`src/design/bhtb_pkg.sv`:
```
// Shared types, codes and defaults for the bucketed hash table engine.
package bhtb_pkg;

  localparam int DEF_CAPACITY        = 1024;
  localparam int DEF_MAX_BUCKET_BITS = 10;
  localparam int DEF_KEY_BITS        = 32;
  localparam int DEF_VALUE_BITS      = 32;

  localparam int HASH_BITS   = 32;
  localparam int CFG_W       = 32;
  localparam int CFG_IDX_W   = 2;
  localparam int BITS_REG_W  = 4;
  localparam int LIMIT_REG_W = 11;

  localparam logic [HASH_BITS-1:0]   RST_MULT  = 32'd2654435769;
  localparam logic [BITS_REG_W-1:0]  RST_BITS  = 4'd10;
  localparam logic [LIMIT_REG_W-1:0] RST_LIMIT = 11'd4;

  typedef logic [1:0] cmd_t;
  localparam cmd_t CMD_ADD    = 2'd0;
  localparam cmd_t CMD_BUILD  = 2'd1;
  localparam cmd_t CMD_LOOKUP = 2'd2;

  typedef logic [1:0] status_t;
  localparam status_t ST_OK       = 2'd0;
  localparam status_t ST_OVERFLOW = 2'd1;
  localparam status_t ST_FULL     = 2'd2;
  localparam status_t ST_MISS     = 2'd3;

  typedef logic [CFG_IDX_W-1:0] cfg_idx_t;
  localparam cfg_idx_t CFG_MULT  = 2'd0;
  localparam cfg_idx_t CFG_BITS  = 2'd1;
  localparam cfg_idx_t CFG_LIMIT = 2'd2;

endpackage

```
`src/design/bhtb_hash.sv`:
```
// Multiplicative hash unit: registered 32x32 product, top bits selected after.
module bhtb_hash #(
  parameter int MAX_BUCKET_BITS = bhtb_pkg::DEF_MAX_BUCKET_BITS,
  parameter int BB_W            = $clog2(MAX_BUCKET_BITS + 1)
) (
  input  logic                          clk,
  input  logic [bhtb_pkg::HASH_BITS-1:0] key_lo,
  input  logic [bhtb_pkg::HASH_BITS-1:0] mult,
  input  logic [BB_W-1:0]               bits,
  output logic [MAX_BUCKET_BITS-1:0]    hash
);
  import bhtb_pkg::*;

  logic [HASH_BITS-1:0] prod_r;
  logic [5:0]           shamt;

  always_ff @(posedge clk) begin
    prod_r <= HASH_BITS'(mult * key_lo);
  end

  assign shamt = 6'd32 - 6'(bits);
  assign hash  = MAX_BUCKET_BITS'(prod_r >> shamt);

endmodule

```
`config.mk`:
```
export PLATFORM = sky130hd
export DESIGN_NAME = bhtb_hash
export DESIGN_NICKNAME = d
export VERILOG_FILES = /design/src/design/bhtb_pkg.sv /design/src/design/bhtb_hash.sv
export SDC_FILE = /design/constraint.sdc
export NUM_CORES = 1
export LEC_CHECK = 0
export BUFFER_PORTS_ARGS = -buffer_cell sky130_fd_sc_hd__buf_2
export CAP_MARGIN = 20
export CORE_MARGIN = 5
export CORE_UTILIZATION = 30
export CTS_BUF_LIST = sky130_fd_sc_hd__clkbuf_8
export DETAILED_ROUTE_END_ITERATION = 16
export HOLD_SLACK_MARGIN = 0.08
export PLACE_DENSITY = 0.48
export REMOVE_ABC_BUFFERS = 1
export SYNTH_ARGS = -nofsm -noshare
export SYNTH_HDL_FRONTEND = slang
export SYNTH_SLANG_ARGS = --single-unit
```
`constraint.sdc`:
```
create_clock -name clk -period 22.4 [get_ports clk]
set_clock_uncertainty 0.1 [all_clocks]
set_input_delay 2.24 -clock clk [delete_from_list [all_inputs] [get_ports clk]]
set_output_delay 2.24 -clock clk [all_outputs]
set_load 0.02 [all_outputs]
```
# ---- After elaboration in Yosys (flattened, before gate mapping)
# Cells that the tools add are included.
dict set report totals {
  elab_cells 4
  inputBits 69
  regBits 32
  output_inout_bits 10
}
dict set report op_classes {
  shifts 1
  multipliers 1
  addsub 1
}
# cell n
set op_table {}
lappend op_table {{32-bit by 32-bit multiplier with 32-bit output} 1}
lappend op_table {{32-bit by 6-bit >> shifter with 10-bit output} 1}
lappend op_table {{6-bit by 4-bit subtractor with 6-bit output (first input constant)} 1}

# ---- Depth between registers and ports, before layout
dict set report logic_depth {
  word_depth 2
  ltp_mapped 25
  mapped_depth_nobuf 23
}

# ---- Worst setup path before layout
# OpenSTA, ideal clock, no wires.
dict set report synth_path {
  path_kind {input -> register}
  from {input port mult[12] (netlist bit)}
  to {register prod_r[31]}
  setup_ns 0.072
  path_buffers 2
  t_required_ns 22.228
  t_arrival_ns 8.409
  cell_stages 22
  path_slack_ns 13.819
  path_cell_list {clkbuf_1 > clkbuf_1 > nand2_1 > fa_1 > inv_1 > fa_1 > inv_1 > fa_1 > fa_1 > fa_1 > inv_1 > fa_1 > fa_1 > fa_1 > ha_1 > a21oi_1 > o21a_1 > o21ai_1 > a21o_1 > a211o_1 > o32ai_1 > xnor2_1}
}
dict set report synth_between {
  elab_chain_cells 1
}
# element line_no
set synth_rtl {}
lappend synth_rtl {{from (decl)} bhtb_hash.sv:8} ;# input logic [bhtb_pkg::HASH_BITS-1:0] mult,
lappend synth_rtl {{32-bit by 32-bit multiplier with 32-bit output} bhtb_hash.sv:18} ;# prod_r <= HASH_BITS'(mult * key_lo);
lappend synth_rtl {{to (signal assigned)} bhtb_hash.sv:18}
lappend synth_rtl {{to (decl)} bhtb_hash.sv:14} ;# logic [HASH_BITS-1:0] prod_r;
# Every way passes these cells.

# ---- Worst setup path after layout
dict set report layout_path {
  from {input port key_lo[8] (netlist bit)}
  to {register prod_r[31]}
}
dict set report layout_between {
  elab_chain_cells 1
}
# element line_no
set layout_rtl {}
lappend layout_rtl {{from (decl)} bhtb_hash.sv:7} ;# input logic [bhtb_pkg::HASH_BITS-1:0] key_lo,
lappend layout_rtl {{32-bit by 32-bit multiplier with 32-bit output} bhtb_hash.sv:18}
# Every way passes these cells.

==> qor.yml <==
status: "complete, no violations"
cts_resized: 0
slew_viol_final: 0
drt_iter0_markers: 536
start_util_pct: 30.38
firstDrtPassIters: 5
clk_pin_slew_ps: 120
wl_per_cell_um: 18.69
vias: 12210
crit_end: "prod_r[31]"
grt_setup_unrepaired: "no"
yosys_warnings: 0
largest_reg_flops: 24
synth-simple-area-share_pct: 18.28
avgSynthCellArea_sq_um: 9.027
finalSetupViolCount: 0
fillCellCount: 5981
synth_cells: 1905
path_class: "input port to flop"
met3_usage_pct: 1.676
syn_area_sq_um: 17200
synth_top_family_by_area: "adder cells"
finalCritPeriodShare_pct: 41.79
synth-edff-count: 0
core-area_sq_um: 56600
chipWidth_um: 249.4
cp-end-kind: "flop"
gr-usage-met1_pct: 22.73
grt_pass1_vias: 13750
cts_setup_buffers: 0
fmax_ghz: 0.1068
cp.required_ps: 22470
period_minus_slack_ps: 9360
grt_max_degree: 32
rows: 87
grt_overflow: 0
slew_headroom_pct: 39.80
drc_errors: 0
synthFlopType: "dfxtp_1"
synth-adder-area-share_pct: 56.52
drv_cap: 0
htree_levels: 1
cts_made_buffers: 3
ys_seq_area_share_pct: 2.794
drt_wl_total_mm: 49.57
cts_hold_buf: 0
portBuffers: 78
layout-drive-gt1-share_pct: 5.752
synth_compound_area_share_pct: 4.220
holdWs_ps: 2839
finalHoldViolations: 0
grt_pass1_wl_mm: 79.14
cts_sinks: 24
worstSetupStartpointType: "input port"
cts_buffer_depth: 2
cts_root_buf: "clkbuf_8"
antenna_found_initial: 2
arrival_ps: 9430
die_y_um: 249.4
setup_tns_ps: 0
startpoint: "key_lo[8]"
gp_routability_congestion: 0.8326
synth_xor_area_share_pct: 4.256
tightest_slew_ps: 900.2
crit_path_max_fanout: 24
hpwl_mm: 39.22
grt-busiest-layer: "met2"
worstHoldPathType: "input port to flop"
ys_types: 56
nNetsFinal: 2497
largest-register: "prod_r"
grt_usage_pct: 16.03
routed_via_density: 4.603
syn_to_final_growth_pct: 6.432
die_area_sq_um: 62210
synthArstFlopShare_pct: 0
use_met2_pct: 27.28
reg_top3: "prod_r: 24 flops"
cts_tree: "done"
muxShareOfSynthArea_pct: 2.939
ios: 79
ys_ff_latch: 24
antenna_left: 0
==> cell usage after synthesis (all sizes together), types with 2 or more instances <==
cell	n	area share, %
mux2	4	0.26
o21a	6	0.26
nor3	5	0.15
xnor2	64	3.3
a31oi	5	0.18
a22oi	5	0.22
or4	3	0.15
fa	408	47
nand2b	5	0.18
xor2	17	0.87
nand4	3	0.11
mux4	12	1.6
nand3b	2	0.087
inv	405	8.8
nor2b	2	0.073
nor2	20	0.44
clkbuf	94	2.1
a21o	6	0.26
and3	3	0.11
o211ai	2	0.087
dfxtp	24	2.8
buf	4	0.095
o21ai	33	0.96
o21bai	6	0.26
ha	124	9.0
o311ai	2	0.15
nand2	268	5.8
o31ai	3	0.13
mux2i	19	1.1
nand3	5	0.15
and2	297	11
a211oi	4	0.17
o2111ai	2	0.10
a21oi	27	0.79
==> per-stage QoR <==
| step | area (sq um) | cells | util (%) | worst slack [ps] |
|---|---|---|---|---|
| detailed placement | 18200 | 2646 | 32.16 | 12700 |
| global route | 18300 | 2652 | 32.33 | 12780 |
| floorplan | 16830 | 1807 | - | 14120 |
| CTS | 18270 | 2650 | 32.28 | 13030 |
| global placement | 18190 | 2645 | 32.14 | 12730 |
| finish | 18300 | 2652 | 32.33 | 13040 |
==> worst max-delay path, stage by stage <==
cell and delay [ps]:
buf_2 500, nand2_1 180, fa_1 550, fa_1 530
fa_1 590, fa_1 460, fa_1 590, inv_1 60
fa_1 460, fa_1 530, fa_1 430, ha_1 390
a21oi_1 310, o21a_1 160, o21ai_1 70, a21o_1 180
a211o_1 270, o32ai_1 790, xnor2_1 130
==> worst min path at each step <==
| stage | from | endpoint | slack [ps] | cells after the start |
|---|---|---|---|---|
| 2_1_floorplan | prod_r[31] | hash[7] | 2770 | 4 |
| 3_3_place_gp | prod_r[17] | hash[8] | 3000 | 5 |
| 3_5_place_dp | prod_r[17] | hash[8] | 2980 | 5 |
| 4_1_cts | key_lo[23] | prod_r[31] | 2840 | 7 |
| 5_1_grt | key_lo[23] | prod_r[31] | 2890 | 7 |
| 6_report | key_lo[23] | prod_r[31] | 2840 | 7 |
==> cells in the final DEF (no fill, tap or decap), drive strengths merged, types with 6 or more instances in the layout <==
master	count
a21o	6
a21oi	27
and2	297
buf	84
dfxtp	24
fa	408
ha	124
inv	405
mux2i	19
mux4	12
nand2	268
nor2	20
o21a	6
o21ai	33
o21bai	6
xnor2	64
xor2	17
==> cells by family (layout without fill, tap and decap cells) <==
| logic type | count (synthesis) | in the layout |
|---|---|---|
| simple gates | 617 | 617 |
| xor+xnor | 82 | 82 |
| mux | 35 | 35 |
| buf+inv | 503 | 493 |
| flops | 24 | 24 |
| compound gates | 112 | 112 |
| fa+ha+maj | 532 | 532 |
| other cells | 0 | 1 |
==> layout make-up <==
cell class / count / area [sq um] / area share [%]
multi-input cells: 1378 / 14830 / 81.01
well taps: 756 / 945.9 / 5.168
diodes: 1 / 2.502 / 0.01367
flip-flops and latches: 24 / 480.5 / 2.625
clock inverters: 1 / 30.03 / 0.1641
repair buffers: 84 / 455.4 / 2.488
clock buffers: 3 / 41.29 / 0.2256
inverters: 405 / 1520 / 8.306
==> routing by layer <==
metal	vias to the layer above	wire length (um)
met1	6345	23370
li1	5575	-
met2	246	23630
met5	-	0
met3	40	1738
met4	0	837
Power is left out: the tool's default activity adds up to more than one toggle a clock period on the data nets, which glitch-free logic cannot reach.
